$ cat src/rtl/core/error_diffusion_binarizer_top_assert.svh
// Assertion macros used by the top level of the binarizer RTL.
`ifndef ERROR_DIFFUSION_BINARIZER_TOP_ASSERT_SVH
`define ERROR_DIFFUSION_BINARIZER_TOP_ASSERT_SVH

// Check that expr holds in the same cycle as cond.
`define EDB_ASSERT_NOW(label, cond, expr, msg) \
	label: assert property (@(posedge clk) disable iff (!arst_n) (cond) |-> (expr)) \
		else $error(msg);

// Check that expr holds in the cycle after cond.
`define EDB_ASSERT_NEXT(label, cond, expr, msg) \
	label: assert property (@(posedge clk) disable iff (!arst_n) (cond) |=> (expr)) \
		else $error(msg);

`endif

$ cat src/rtl/core/edb_pkg.sv
// Shared types, constants and helpers of the error diffusion binarizer.
package edb_pkg;

	// Line store geometry
	localparam int MaxWidth = 4096;
	localparam int ColW = $clog2(MaxWidth);

	// Register widths and reset values
	localparam int WidthRegW = 13;
	localparam int ThrW = 8;
	localparam logic [WidthRegW-1:0] WidthReset = WidthRegW'(4096);
	localparam logic [ThrW-1:0] ThrReset = ThrW'(127);

	typedef enum logic [0:0] {
		REG_IMAGE_WIDTH = 1'b0,
		REG_THRESHOLD   = 1'b1
	} cfg_reg_t;

	// floor(n / 1000) as (n * DivRecip) >> DivShift, exact for n below 2^18
	localparam int DivShift = 27;
	localparam longint DivRecip = 134218;
	localparam int LumaMulW = 27;
	localparam logic [LumaMulW-1:0] MulRed = LumaMulW'(299 * DivRecip);
	localparam logic [LumaMulW-1:0] MulGreen = LumaMulW'(587 * DivRecip);
	localparam logic [LumaMulW-1:0] MulBlue = LumaMulW'(114 * DivRecip);
	localparam int LumaProdW = 8 + LumaMulW;

	// Queue between front and back
	localparam int FifoDepth = 4;
	localparam int FifoPtrW = $clog2(FifoDepth);

	// One classified pixel
	typedef struct packed {
		logic [7:0]      gray;
		logic [ColW-1:0] col;
		logic            last;
		logic            first_row;
	} item_t;

	typedef struct packed {
		logic empty;
		logic full;
	} fifo_st_t;

	// Pending errors left for the next row at one column
	typedef struct packed {
		logic signed [6:0] diag;
		logic signed [7:0] above;
	} entry_t;

	localparam int EntryW = $bits(entry_t);

	function automatic logic [7:0] clamp_byte(input logic signed [9:0] v);
		logic [7:0] r;
		if (v < 10'sd0) begin
			r = 8'd0;
		end else if (v > 10'sd255) begin
			r = 8'd255;
		end else begin
			r = v[7:0];
		end
		return r;
	endfunction

endpackage

$ cat src/rtl/core/edb_front.sv
// Front part: accept pixels, form gray, track column and row position.
module edb_front (
	input  logic                                clk,
	input  logic                                arst_n,
	input  logic                                s_tvalid,
	output logic                                s_tready,
	input  logic [23:0]                         s_tdata,
	input  logic                                s_tuser,
	input  logic [edb_pkg::WidthRegW-1:0]       image_width,
	input  edb_pkg::fifo_st_t                   fifo_st,
	output logic                                push,
	output edb_pkg::item_t                      item
);

	logic [edb_pkg::ColW-1:0]      col_q;
	logic                          first_row_q;
	logic [edb_pkg::ColW-1:0]      col;
	logic [edb_pkg::ColW-1:0]      last_col;
	logic                          first_row;
	logic                          last;
	logic [edb_pkg::LumaProdW-1:0] prod_r;
	logic [edb_pkg::LumaProdW-1:0] prod_g;
	logic [edb_pkg::LumaProdW-1:0] prod_b;
	logic [8:0]                    gray_sum;

	assign s_tready = !fifo_st.full;
	assign push = s_tvalid && s_tready;

	// Clip the width register into 1..MaxWidth
	always_comb begin
		if (image_width == '0) begin
			last_col = '0;
		end else if (32'(image_width) > edb_pkg::MaxWidth) begin
			last_col = edb_pkg::ColW'(edb_pkg::MaxWidth - 1);
		end else begin
			last_col = edb_pkg::ColW'(image_width - 1'b1);
		end
	end

	assign col = s_tuser ? '0 : col_q;
	assign first_row = s_tuser ? 1'b1 : first_row_q;
	assign last = (col >= last_col);

	assign prod_r = edb_pkg::LumaProdW'(s_tdata[7:0]) * edb_pkg::LumaProdW'(edb_pkg::MulRed);
	assign prod_g = edb_pkg::LumaProdW'(s_tdata[15:8]) * edb_pkg::LumaProdW'(edb_pkg::MulGreen);
	assign prod_b = edb_pkg::LumaProdW'(s_tdata[23:16]) * edb_pkg::LumaProdW'(edb_pkg::MulBlue);
	assign gray_sum = 9'(prod_r[edb_pkg::DivShift +: 8]) + 9'(prod_g[edb_pkg::DivShift +: 8])
		+ 9'(prod_b[edb_pkg::DivShift +: 8]);

	always_comb begin
		item.gray = gray_sum[7:0];
		item.col = col;
		item.last = last;
		item.first_row = first_row;
	end

	always_ff @(posedge clk or negedge arst_n) begin
		if (!arst_n) begin
			col_q <= '0;
			first_row_q <= 1'b1;
		end else if (push) begin
			if (last) begin
				col_q <= '0;
				first_row_q <= 1'b0;
			end else begin
				col_q <= col + 1'b1;
				first_row_q <= first_row;
			end
		end
	end

endmodule

$ cat config.mk
export PLATFORM = sky130hd
export DESIGN_NAME = edb_front
export DESIGN_NICKNAME = d
export VERILOG_FILES = /design/src/rtl/core/error_diffusion_binarizer_top_assert.svh /design/src/rtl/core/edb_pkg.sv /design/src/rtl/core/edb_front.sv
export SDC_FILE = /design/constraint.sdc
export NUM_CORES = 1
export LEC_CHECK = 0
export ABC_AREA = 0
export BUFFER_PORTS_ARGS = -buffer_cell sky130_fd_sc_hd__buf_4
export CORE_ASPECT_RATIO = 1.2
export CORE_UTILIZATION = 55
export DETAILED_ROUTE_END_ITERATION = 6
export PLACE_DENSITY = 0.74
export SYNTH_ARGS = -nofsm -noshare
export SYNTH_HDL_FRONTEND = slang
export SYNTH_SLANG_ARGS = --single-unit
$ cat constraint.sdc
create_clock -name clk -period 16.3 [get_ports clk]
set_input_delay 0.815 -clock clk [delete_from_list [all_inputs] [get_ports clk]]
set_output_delay 0.815 -clock clk [all_outputs]
set_load 0.01 [all_outputs]
==> results.toml <==
[worst_setup_path]
worstPathRequired_ns = 15.49
endpoint_kind = "output pin"
startpoint_type = "primary input"
crit_path_frequent_cell = "fa_1"
path_cells = "buf_4 > fa_1 > inv_1 > fa_1 > fa_1 > fa_1 > inv_1 > ha_1 > or3_1 > a221oi_1 > a2bb2oi_1 > a21oi_1 > a2111oi_0 > xnor2_1 > fa_1 > ha_1 > fa_1 > a21o_1 > a21oi_1 > o21bai_1 > a21oi_1 > xor2_1 > xnor2_1 > buf_4"
max_stage_delay_ns = 0.63
critical_path_buf_inv_count = 4
r2r_slack_ns = 13.53
path_class = "in2out"
critPathMaxFanout = 6
crit_family = "adder cells"
crit_slowest_cell = "fa_1"
cp.arrival_ns = 7.69

[placed_design]
dpl.hpwl_mm = 17.5
io_buffers = 65
place_congestion = 0.942
place_area_um2 = 10400
dp_cells = 1319

[min_path]
hp-class = "in2async"

[yosys]
yosysUniqueCellTypes = 60
yosys_register_bits = 13
ys_warn_count = 0
synth_area_leaders = "ha_1, fa_1, inv_1"
syn_inst = 1044
yosysSeqAreaShare_pct = 3.39
yosys.area.top_type_share_pct = 32.3
avgSynthCellArea_um2 = 9.23
syn-num-nets = 1477
syn_area_um2 = 9640
yosysTopAreaCell = "ha_1"
synthFlopType = "dfrtp_1"
synthArstFlopShare_pct = 100
synth-edff-count = 0

[clock_network]
cts_buffers = 3
clkTransAtPathRegs_ns = 0.05
hold_buffers = 0
cts_setup_buffers = 0
cts_tree = "done"
cts.sinks = 13
h-tree-depth = 1
insertion_delay_ns = 0.25
cts_resized = 0
clockBufferDepth = 2
cts_root_buf = "clkbuf_16"

[pwr]
power.density_nw_per_um2 = 130
power.internal_w = 0.000640
comb_power_share_pct = 93.7
power_frac_clock_pct = 3.6
p_leak_nw = 5.93
seqPwrFrac_pct = 2.7
switchingPower_w = 0.000711
swShare_pct = 52.6
ir_worst_vdd_v = 0.000435

[timing]
worst_hold_slack_ns = 0.410
slew_headroom_pct = 45.4
setup_viol = 0
period_share_pct = 52.2
hold_viol = 0
rsz0062_at_grt = "false"
timing.fmax_ghz = 0.118
min_period_ns = 8.50
tightest_slew_ns = 0.815
setup_tns_ns = 0
skew_ns = 0.00155
slew_violations = 0

[global_route]
grt_pass1_wl_mm = 33.8
grt_usage_pct = 23.2
grt-ovfl-total = 0
grt_max_degree = 17
grt_pass1_vias = 7636
antenna_found_initial = 0

[route]
wl_per_cell_um = 14.7
drcViolationCount = 0
routed_via_density = 5.45
drtIter0Drc = 260
firstDrtPassIters = 4
drt.antenna.violating_nets = 0
vias = 7213
drt_wl_total_mm = 19.4

[cells_and_area]
drive_gt1_share_pct = 7.41
nFillCells = 1462
multi_input_area_um2 = 8250
finalNonFillerCells = 1323
area_growth_pct = 8.22
layout.nets = 1541
final_util_pct = 61.4
diodes = 0
regArea_um2 = 327
final_cell_area_um2 = 10400

[floorplan]
placementRows = 52
pin_count = 67
start_util_pct = 56.8
die_area_um2 = 18100
core_area_um2 = 17000
die_w_um = 123
die_h_um = 147

[flow_run]
cap_viol_max_count = 0

[outcome]
status = "finished clean"
[registers in the layout (all words and copies together) (netlist names)]
| signal | cells |
|---|---|
| first_row_q | 1 |
| col_q | 12 |
[metal layers]
| layer | GRT usage, % | vias up | wire (um) |
|---|---|---|---|
| li1 | - | 3604 | - |
| met1 | 29.6 | 3463 | 8670 |
| met2 | 42.6 | 116 | 9820 |
| met3 | 1.28 | 30 | 562 |
| met4 | 5.12 | 0 | 385 |
| met5 | 0 | - | 0 |
[logic make-up (layout without fill, tap and decap cells)]
logic type,Yosys count,in the layout,synth area share [%]
compound gates,170,170,11.7
xor+xnor,29,29,2.63
fa+ha+maj,390,390,61.6
buf+inv,278,341,11.1
simple gates,157,157,8.83
mux,7,7,0.740
flops,13,13,3.39
[cell usage after synthesis (all sizes together), types with 12 or more instances]
cell type	instances
a21o	29
a21oi	49
and3	14
dfrtp	12
fa	141
ha	249
inv	272
nand2	30
nand3	14
nor2	28
nor2b	13
o21ai	28
xnor2	13
xor2	16
[placed cells by master (no fill, tap or decap), drive strengths merged, types with 7 or more instances in the layout]
| cell type | instances |
|---|---|
| inv | 272 |
| ha | 249 |
| fa | 141 |
| buf | 65 |
| a21oi | 49 |
| nand2 | 30 |
| a21o | 29 |
| o21ai | 28 |
| nor2 | 28 |
| xor2 | 16 |
| nand3 | 14 |
| and3 | 14 |
| nor2b | 13 |
| xnor2 | 13 |
| dfrtp | 12 |
| nand4 | 11 |
| nor3 | 11 |
| a211oi | 8 |
| o211ai | 7 |
| or3 | 7 |
[power groups by stage]
| stage | clock [W] | combinational (W) | sequential, W |
|---|---|---|---|
| 2_1_floorplan | 0 | 0.000856 | 0.0000364 |
| 3_3_place_gp | 0 | 0.00124 | 0.0000368 |
| 3_5_place_dp | 0 | 0.00126 | 0.0000370 |
| 4_1_cts | 0.0000478 | 0.00128 | 0.0000365 |
| 5_1_grt | 0.0000503 | 0.00144 | 0.0000370 |
| 6_report | 0.0000481 | 0.00127 | 0.0000365 |
[path summary, 6_finish.rpt]
kind / depth (start not counted) / to / start
setup / recovery: 24 / item[21] / s_tdata[21]
hold / removal: 1 / col_q[4] / arst_n
min in group clk: 2 / col_q[1] / col_q[1]
max in group asynchronous: 1 / first_row_q / arst_n
setup reg to reg: 9 / col_q[9] / col_q[9]
hold reg to reg: 2 / col_q[1] / col_q[1]
[stage by stage]
stage	total power (W)	setup slack, ns
6_report	0.00135	7.80
4_1_cts	0.00136	7.72
3_5_place_dp	0.00130	7.77
5_1_grt	0.00153	7.55
3_3_place_gp	0.00127	7.89
2_1_floorplan	0.000892	9.01
[final cells by class]
class                   count  share of cell area [%]
clock buffers               4                   0.756
inverters                 272                    9.79
multi-input cells         753                    79.1
flip-flops and latches     13                    3.13
well taps                 216                    2.59
repair buffers             65                    4.68
[worst reg2reg max path: stages, from the launching register on]
cell      delay [ns]
dfrtp_1         0.37
nor2b_1         0.30
ha_1            0.30
a21o_1          0.16
a21oi_1         0.13
nor2b_1         0.07
or3_1           0.38
a211oi_1        0.70
nand2_1         0.13
mux2i_1         0.16
No activity file was read; power rests on OpenSTA's default activity.
