File: src/rtl/core/error_diffusion_binarizer_top_assert.svh
// Assertion macros used by the top level of the binarizer RTL.
`ifndef ERROR_DIFFUSION_BINARIZER_TOP_ASSERT_SVH
`define ERROR_DIFFUSION_BINARIZER_TOP_ASSERT_SVH

// Check that expr holds in the same cycle as cond.
`define EDB_ASSERT_NOW(label, cond, expr, msg) \
	label: assert property (@(posedge clk) disable iff (!arst_n) (cond) |-> (expr)) \
		else $error(msg);

// Check that expr holds in the cycle after cond.
`define EDB_ASSERT_NEXT(label, cond, expr, msg) \
	label: assert property (@(posedge clk) disable iff (!arst_n) (cond) |=> (expr)) \
		else $error(msg);

`endif

File: src/rtl/core/edb_pkg.sv
// Shared types, constants and helpers of the error diffusion binarizer.
package edb_pkg;

	// Line store geometry
	localparam int MaxWidth = 4096;
	localparam int ColW = $clog2(MaxWidth);

	// Register widths and reset values
	localparam int WidthRegW = 13;
	localparam int ThrW = 8;
	localparam logic [WidthRegW-1:0] WidthReset = WidthRegW'(4096);
	localparam logic [ThrW-1:0] ThrReset = ThrW'(127);

	typedef enum logic [0:0] {
		REG_IMAGE_WIDTH = 1'b0,
		REG_THRESHOLD   = 1'b1
	} cfg_reg_t;

	// floor(n / 1000) as (n * DivRecip) >> DivShift, exact for n below 2^18
	localparam int DivShift = 27;
	localparam longint DivRecip = 134218;
	localparam int LumaMulW = 27;
	localparam logic [LumaMulW-1:0] MulRed = LumaMulW'(299 * DivRecip);
	localparam logic [LumaMulW-1:0] MulGreen = LumaMulW'(587 * DivRecip);
	localparam logic [LumaMulW-1:0] MulBlue = LumaMulW'(114 * DivRecip);
	localparam int LumaProdW = 8 + LumaMulW;

	// Queue between front and back
	localparam int FifoDepth = 4;
	localparam int FifoPtrW = $clog2(FifoDepth);

	// One classified pixel
	typedef struct packed {
		logic [7:0]      gray;
		logic [ColW-1:0] col;
		logic            last;
		logic            first_row;
	} item_t;

	typedef struct packed {
		logic empty;
		logic full;
	} fifo_st_t;

	// Pending errors left for the next row at one column
	typedef struct packed {
		logic signed [6:0] diag;
		logic signed [7:0] above;
	} entry_t;

	localparam int EntryW = $bits(entry_t);

	function automatic logic [7:0] clamp_byte(input logic signed [9:0] v);
		logic [7:0] r;
		if (v < 10'sd0) begin
			r = 8'd0;
		end else if (v > 10'sd255) begin
			r = 8'd255;
		end else begin
			r = v[7:0];
		end
		return r;
	endfunction

endpackage

File: src/rtl/core/edb_fifo.sv
// Short queue of classified pixels between front and back.
module edb_fifo (
	input  logic               clk,
	input  logic               arst_n,
	input  logic               push,
	input  edb_pkg::item_t     push_item,
	input  logic               pop,
	output edb_pkg::item_t     head,
	output edb_pkg::fifo_st_t  st
);

	edb_pkg::item_t                  buf_q [edb_pkg::FifoDepth];
	logic [edb_pkg::FifoPtrW-1:0]    wr_ptr_q;
	logic [edb_pkg::FifoPtrW-1:0]    rd_ptr_q;
	logic [edb_pkg::FifoPtrW:0]      count_q;

	assign head = buf_q[rd_ptr_q];
	assign st.empty = (count_q == '0);
	assign st.full = (count_q == (edb_pkg::FifoPtrW+1)'(edb_pkg::FifoDepth));

	always_ff @(posedge clk) begin
		if (push) begin
			buf_q[wr_ptr_q] <= push_item;
		end
	end

	always_ff @(posedge clk or negedge arst_n) begin
		if (!arst_n) begin
			wr_ptr_q <= '0;
			rd_ptr_q <= '0;
			count_q <= '0;
		end else begin
			if (push) begin
				wr_ptr_q <= wr_ptr_q + 1'b1;
			end
			if (pop) begin
				rd_ptr_q <= rd_ptr_q + 1'b1;
			end
			if (push && !pop) begin
				count_q <= count_q + 1'b1;
			end else if (pop && !push) begin
				count_q <= count_q - 1'b1;
			end
		end
	end

endmodule

File: config.mk
export PLATFORM = sky130hd
export DESIGN_NAME = edb_fifo
export DESIGN_NICKNAME = d
export VERILOG_FILES = /design/src/rtl/core/error_diffusion_binarizer_top_assert.svh /design/src/rtl/core/edb_pkg.sv /design/src/rtl/core/edb_fifo.sv
export SDC_FILE = /design/constraint.sdc
export NUM_CORES = 1
export LEC_CHECK = 0
export BUFFER_PORTS_ARGS = -buffer_cell sky130_fd_sc_hd__buf_4
export CAP_MARGIN = 10
export CORE_ASPECT_RATIO = 1.4
export CORE_MARGIN = 1
export CORE_UTILIZATION = 29
export CTS_CLUSTER_SIZE = 25
export DETAILED_ROUTE_END_ITERATION = 12
export HOLD_SLACK_MARGIN = 0.15
export SYNTH_ARGS = -nofsm -noshare
export SYNTH_HDL_FRONTEND = slang
export SYNTH_SLANG_ARGS = --single-unit
File: constraint.sdc
create_clock -name clk -period 2.2 [get_ports clk]
set_clock_uncertainty 0.05 [all_clocks]
set_input_delay 0.11 -clock clk [delete_from_list [all_inputs] [get_ports clk]]
set_output_delay 0.11 -clock clk [all_outputs]
set_load 0.01 [all_outputs]
==> results by stage, run 1 <==
Global route:
- After global routing the overflow that remains totals 0.
- The number of antenna violations at the first check in global routing came to 0.
- The first global-routing pass estimated 9600 µm of wire.
- The number of global-route vias before repair is 1786.
- Entering global routing, the biggest net connects 20 pins.
- The global-route usage over all layers is 10.7%.

Synth:
- For this run, the number of Yosys warnings is 0.
- The adder and majority gate portion of the synthesized area is 2.29%.
- The dominant combinational cell family by area after synthesis is multiplexers.
- Summing every instance area after synthesis gives 3600 µm².
- Yosys mapped the design onto 19 distinct sky130hd cell types.
- The share of synthesized area occupied by flip-flops and latches is 78.2%.
- The register bit total from synthesis is 95.
- Synthesis handed over a netlist of 149 instances.
- When the netlist entered floorplanning its net count stood at 181.
- Summing the areas of all compound-gate instances in the mapped netlist gives 0.139% of the synthesized area.
- The xor/xnor cell area share of the yosys netlist is 1.46%.
- Of the total synthesized cell area, the portion taken by AND, OR, NAND and NOR gates is 1.35%.
- Dividing the synthesized area by the synthesized cell count gives 24.2 µm².
- Measured against the total synthesized area, the mux share comes to 14.5%.

Worst setup path:
- The maximum net fanout on the critical path is 19.
- For the worst setup path, the data required time is 2.04 ns.
- Walking the worst path, the cells encountered are buf_12 -> mux4_1 -> buf_4.
- Together, buffers and inverters on the worst path number 2.
- The path depth of the worst reg2reg path is 4.
- The worst register-to-register path has a setup slack of 0.60 ns.
- STA classifies the critical path endpoint as an output pin.
- The endpoint identified for the worst register-to-register timing path is buf_q[0][20]$_DFFE_PP_.
- On the critical path the largest part of the delay comes from multiplexers.
- The worst register-to-register path begins at wr_ptr_q[0]$_DFFE_PN0P_.
- The slowest cell on the critical path is sky130_fd_sc_hd__mux4_1.
- The sort of element at the start of the critical path is a register.
- STA puts the critical path data arrival time at 1.75 ns.
- The most critical setup path has its startpoint at rd_ptr_q[0]$_DFFE_PN0P_.
- The worst setup path is of the reg2out kind.
- The largest incremental delay on the critical path is 0.57 ns.

Clock tree:
- The number of H-tree levels is 3.
- Clock latency on the worst-skew pair, taken at its later pin, is 0.34 ns.
- The clock drives 95 sinks.
- The tree is rooted in a sky130_fd_sc_hd__clkbuf_16.
- The post-CTS clock slew at the launch and capture registers of the worst setup and hold paths is 0.07 ns.
- The total CTS buffers is 9.
- Counting along the longest clock path gives a buffer depth of 2.
- TritonCTS built the clock tree.

Routing:
- The detailed-routing iteration count for the pre-antenna-repair pass is 4.
- The post-route antenna net violation count is 0.
- The residual DRC count is 0.
- The average vias per placed instance is 4.43.
- The average wire per cell in the routed design is 16.6 µm.
- The first-iteration detailed-routing DRC count is 75.
- The routed design has 6430 µm of wire.
- The routed layout has 1717 vias.

Power and ir drop:
- In this run switching power makes up 28.2% of total power.
- Summed over all nets, the switching power comes to 1.63 mW.
- The clock network burns 24.0% of the power.
- Sequential cells burn 43.6% of the power.
- The worst-case IR drop observed on VDD is 393 µV.
- The share of power burned in combinational logic is 32.4%.
- The total power divided by cell area is 1220 nW/µm².
- The reported leakage power is 1.68 nW.
- The design internal power is 4.16 mW.

Floorplan:
- The area of the die is 12900 µm².
- The total area inside the core boundary comes to 12000 µm².
- The starting utilization of the core area is 30.0%.
- The chip height is 134 µm.
- The initialized floorplan defines 47 standard-cell rows.
- The die is 96.2 µm wide.
- 50 I/O pins were placed.

Run status:
- The flow ran to the end, and the final reports show no timing, DRC or antenna violations.

Timing:
- The number of hold violations in the final report is 0.
- Setup repair after global routing left no endpoint under its margin.
- The final count of negative-setup-slack endpoints is 0.
- The achievable clock frequency is 522 MHz.
- Headroom to the max-slew limit came out at 70.1%.
- At the pin with the least slew margin, the transition time is 0.448 ns.
- The share of the clock period used by the worst path is 87.0%.
- The number of pins with negative max-slew slack in the final report came to 0.
- The setup total negative slack is 0 ns.
- The routed design could run at a clock period as short as 1.91 ns.

Worst hold path:
- The instance count along the most critical hold path is 1.
- For hold timing, the worst endpoint is count_q[2]$_DFFE_PN0P_.
- The worst hold path begins at count_q[2]$_DFFE_PN0P_.
- The worst hold path belongs to the class reg2reg.

Cells and area:
- Registers take 2820 µm².
- The library cells used most frequently in the layout, excluding fill and tap cells, are sky130_fd_sc_hd__edfxtp_1, sky130_fd_sc_hd__buf_4, sky130_fd_sc_hd__dlygate4sd3_1.
- Summing all multi-input logic gate instances after layout gives 711 µm².
- The library cell used most frequently in the layout, excluding fill and tap cells, is sky130_fd_sc_hd__edfxtp_1.
- The final-layout fill cell count is 1107.
- The net count reported at finish is 269.
- The area added between synthesis and finish is 31.6%.
- The number of diodes added for antenna fixing is 0.
- The final core utilization is 39.5%.
- The layout cell share with drive strength beyond 1 is 37.3%.

Run:
- The tool flagged a number of max-cap violations equal to 0.

Placement:
- During placement, the flow inserted port buffers numbering 49.
- The total half-perimeter wirelength after legalization and detailed placement is 4170 µm.
- The weighted congestion at the end of routability-driven global placement is 0.658.
synth_stat cells:
library cell / n / area share, %
sky130_fd_sc_hd__o21ai_0: 1 / 0.14
sky130_fd_sc_hd__ha_1: 5 / 1.7
sky130_fd_sc_hd__inv_1: 4 / 0.42
sky130_fd_sc_hd__dfrtp_1: 7 / 4.9
sky130_fd_sc_hd__nand2_1: 2 / 0.21
sky130_fd_sc_hd__mux4_2: 18 / 11
sky130_fd_sc_hd__buf_2: 2 / 0.28
sky130_fd_sc_hd__nor2_1: 1 / 0.10
sky130_fd_sc_hd__buf_6: 1 / 0.31
sky130_fd_sc_hd__mux4_1: 4 / 2.9
sky130_fd_sc_hd__xor2_1: 4 / 0.97
sky130_fd_sc_hd__and2_1: 4 / 0.69
sky130_fd_sc_hd__fa_1: 1 / 0.56
sky130_fd_sc_hd__mux2_2: 1 / 0.31
sky130_fd_sc_hd__buf_12: 2 / 1.1
sky130_fd_sc_hd__edfxtp_1: 88 / 73
sky130_fd_sc_hd__nor3b_1: 1 / 0.21
sky130_fd_sc_hd__xnor2_1: 2 / 0.49
sky130_fd_sc_hd__nor3_1: 1 / 0.14
per-layer routing:
metal | global-route usage, % | vias up | share of wire, %
met5 | 0 | - | 0
met1 | 12.4 | 879 | 42
li1 | - | 792 | -
met4 | 5.22 | 0 | 1.7
met2 | 17.8 | 36 | 51
met3 | 3.40 | 10 | 4.7
power by group through the flow:
| stage | logic (mW) | clock network, mW | registers [mW] |
|---|---|---|---|
| after detailed placement | 1.89 | 0 | 2.57 |
| after global placement | 1.87 | 0 | 2.54 |
| after CTS | 1.94 | 1.43 | 2.53 |
| after global routing | 2.05 | 1.48 | 2.56 |
| after floorplan | 1.14 | 0 | 2.51 |
| final | 1.88 | 1.39 | 2.53 |
cells by family (layout without fill, tap and decap cells):
group / count (synthesis) / count (layout)
AO/OA/AOI/OAI: 1 / 1
XOR/XNOR: 6 / 6
adder cells (fa/ha/maj): 6 / 6
buffers and inverters: 9 / 101
flip-flops: 95 / 95
multiplexers: 23 / 23
AND/OR/NAND/NOR: 9 / 9
registers in the layout, indices dropped and copies added (netlist names):
| signal | flops |
|---|---|
| wr_ptr_q | 2 |
| rd_ptr_q | 2 |
| buf_q | 88 |
| count_q | 3 |
repair_timing:
item                                    in CTS  in global routing
hold endpoints to repair                    99                  0
gates resized for setup                      0                  0
setup buffers                                0                  0
endpoints found under the setup margin       0                  0
hold buffers                                26                  0
area by class of cell:
type	count	share of cell area, %
Multi-Input combinational cell	45	15.0
Sequential cell	95	59.4
Tap cell	147	3.88
Clock buffer	9	4.75
Clock inverter	6	0.950
Timing Repair Buffer	82	15.7
Inverter	4	0.317
worst max-delay path by stage:
stage	slack, ns	cells after the start	to
6_report	0.29	3	head[21]
3_5_place_dp	0.61	4	buf_q[0][2]$_DFFE_PP_
3_3_place_gp	0.63	3	head[21]
5_1_grt	0.18	3	head[21]
2_1_floorplan	0.58	3	buf_q[0][0]$_DFFE_PP_
4_1_cts	0.25	3	head[21]
through the flow:
stage / setup WS (ns) / cells / hold WS (ns) / power (mW) / cell area [µm²]
floorplan: 0.583 / 149 / -0.236 / 3.65 / 3600
global placement: 0.633 / 347 / -0.116 / 4.41 / 4210
detailed placement: 0.607 / 347 / -0.113 / 4.46 / 4210
CTS: 0.245 / 388 / 0.436 / 5.90 / 4740
global route: 0.182 / 388 / 0.460 / 6.10 / 4740
finish: 0.285 / 388 / 0.434 / 5.80 / 4740
(Power assumes the default switching activity.)
==> inputs of run 2 (changes only) <==
- CORE_MARGIN: 1 -> 2
==> run 2 against run 1 <==
  * Maximum frequency decreased by 2.8%
  * Non-clock buffer count rose by 2
  * Flip-flop and latch count did not move
  * Worst setup slack got worse by 0.055 ns
  * Via count down 2.7%
  * Combinational power down 5%
  * Cell count is 1.5% higher
==> results by stage, run 2 (synthesis gave the netlist of run 1 again) <==
Worst setup path:
- The type of the setup path with the least slack is reg2out.
- STA puts the critical path data required time at 2.04 ns.
- The worst setup path is captured at an output pin.
- The sort of element at the start of the critical path is a register.
- Along the worst path, the maximum fanout reaches 11.
- Data arrives at the worst endpoint at 1.81 ns.

Clock tree:
- The root cell of the clock tree is sky130_fd_sc_hd__clkbuf_16.
- Clock-pin slew was measured on the worst setup and hold paths at 0.06 ns.
- The cts-stage hold buffer count is 26.
- Counting the buffers created by CTS gives 9.
- The post-cts sizing count is 0.
- The clock sink count is 95.
- The insertion delay to the later sink of the worst-skew pair is 0.34 ns.
- In this run the post-CTS setup repair buffer count came out at 0.
- TritonCTS built the clock tree.
- The H-tree was split into 3 levels.
- The number of buffers on the longest clock path is 2.

Cells and area:
- The area used by sequential logic in the layout is 2820 µm².
- The net count reported at finish is 271.
- The final cell count without fillers is 394.
- The final-layout fill cell count is 1136.
- The register with the most flip-flops in the final layout is buf_q.
- The area added between synthesis and finish is 30.6%.
- The multi-input combinational cell area is 711 µm².
- With fillers left out, the area of the finished cells amounts to 4710 µm².
- The final core utilization is 38.4%.
- In the layout the commonest cells are sky130_fd_sc_hd__edfxtp_1, sky130_fd_sc_hd__buf_4, sky130_fd_sc_hd__dlygate4sd3_1.
- The largest registers in the layout are buf_q: 88 flops, count_q: 3 flops.
- The flip-flop count of the largest register, all copies and words added is 88.
- The most common library cell in the layout ignoring fill and taps is sky130_fd_sc_hd__edfxtp_1.
- Cells with a size suffix above 1 make up 37.0% of the layout.

Routing:
- The average wire per cell in the routed design is 15.9 µm.
- Once detail routing completed, the nets flagged for antenna violations numbered 0.
- The first-iteration detailed-routing DRC count is 31.
- The average vias per placed instance is 4.24.
- The detailed-routing iteration count for the pre-antenna-repair pass is 4.
- Summed over all layers, the routed wires come to 6280 µm.
- The via total after detailed routing is 1671.
- The residual DRC count is 0.

Timing:
- Setup repair after global routing left no endpoint under its margin.
- The number of pins with negative max-slew slack in the final report is 0.
- In this run the tightest slew margin relative to its limit is 76.0%.
- The final critical delay including setup and external delays is 1.97 ns.
- In the finished design, the share of the clock period the worst path needs comes to 89.5%.
- The achievable clock frequency is 508 MHz.
- The number of hold violations in the final report is 0.
- Adding up every negative setup slack in the final design gives 0 ns.
- The final count of negative-setup-slack endpoints is 0.
- The slew at the pin closest to its max-slew limit is 0.361 ns.

Global route:
- The first global-routing pass estimated 9670 µm of wire.
- The met3 demand-to-capacity share in global routing is 2.98%.
- The number of antenna violations at the first check in global routing came to 1.
- After global routing the overflow that remains totals 0.
- The global routing met1 resource utilization is 11.4%.
- In this run the most used layer during global routing was met2.
- The global-route usage over all layers is 9.97%.
- The number of global-route vias before repair is 1779.
- Entering global routing, the biggest net connects 23 pins.
- The met2 track utilization from global routing is 16.7%.

Floorplan:
- The total number of placement rows is 48.
- The floorplan step defined a die boundary enclosing 13400 µm².
- 50 I/O pins were placed.
- Measured along the y axis, the die boundary spans 136 µm.
- In this run the horizontal extent of the chip is 98.2 µm.
- The core region is 12300 µm².
- Once the floorplan was initialized, standard cells occupied 29.4% of the core.

Power and ir drop:
- The completed layout was analyzed and its total power is 5.77 mW.
- The worst voltage drop across the vdd grid is 444 µV.
- In this run the power density over the cells is 1230 nW/µm².
- The analysis attributes to cell leakage a power of 1.68 nW.

Run:
- The number of maximum-capacitance violations is 0.

Placement:
- Once detailed placement completed, the half-perimeter wirelength came to 4110 µm.
- The weighted congestion at the end of routability-driven global placement is 0.613.
- Port buffering added 49 buffers.
- Counting tap cells, the placed design contains a total of 352 instances.
- The placed instance area is 4170 µm².

Run status:
- The flow ran to the end, and the final reports show no timing, DRC or antenna violations.

Worst hold path:
- The class of the tightest hold or removal check is reg2reg.
## run 2: changes by cell type in the layout (fill, tap and decap cells not counted), sizes merged
cell / change
buf: +2
bufinv: +1
clkinv: +1
inv: -2
diode: +1
clkinvlp: -1
clkbuf: +1
## run 2: path summary, 6_finish.rpt
path                                         start  cells after the start  slack [ns]                 endpoint
max                        rd_ptr_q[0]$_DFFE_PN0P_                      3        0.23                 head[14]
min                         count_q[2]$_DFFE_PN0P_                      1        0.44   count_q[2]$_DFFE_PN0P_
max reg2reg                wr_ptr_q[0]$_DFFE_PN0P_                      4        0.72   buf_q[0][17]$_DFFE_PP_
min reg2reg                 count_q[2]$_DFFE_PN0P_                      1        0.44   count_q[2]$_DFFE_PN0P_
max in group asynchronous                   arst_n                      3        1.14  rd_ptr_q[0]$_DFFE_PN0P_
min in group asynchronous                   arst_n                      3        0.68  wr_ptr_q[1]$_DFFE_PN0P_
## run 2: per-stage QoR
stage,worst slack [ns],hold WS (ns)
final,0.230,0.439
after global routing,0.126,0.459
after detailed placement,0.553,-0.118
after global placement,0.575,-0.118
after CTS,0.178,0.443
after floorplan,0.583,-0.236
## run 2: layer usage
layer	wire, µm	vias to the layer above	part of all wire [%]
li1	-	793	-
met1	2610	829	42
met2	3200	38	51
met3	343	11	5.5
met4	123	0	2.0
met5	0	-	0
## run 2: power by group
group	leakage, nW	internal [mW]	switching (mW)
clock network	0.133	0.864	0.593
registers	0.889	2.38	0.142
logic	0.658	0.960	0.834
total	1.68	4.21	1.57
## run 2: critical path, cell delays in order (launching register included)
cell,delay [ns]
sky130_fd_sc_hd__dfrtp_2,0.47
sky130_fd_sc_hd__buf_4,0.29
sky130_fd_sc_hd__mux4_2,0.54
sky130_fd_sc_hd__buf_4,0.16
## run 2: area by class of cell
class	instances	share of cell area (%)
antenna	1	0.0531
clock buffer	10	4.86
clock inverter	5	1.06
inverter	4	0.319
multi-input combinational	45	15.1
sequential	95	59.9
tap	150	3.99
timing repair buffer	84	14.8
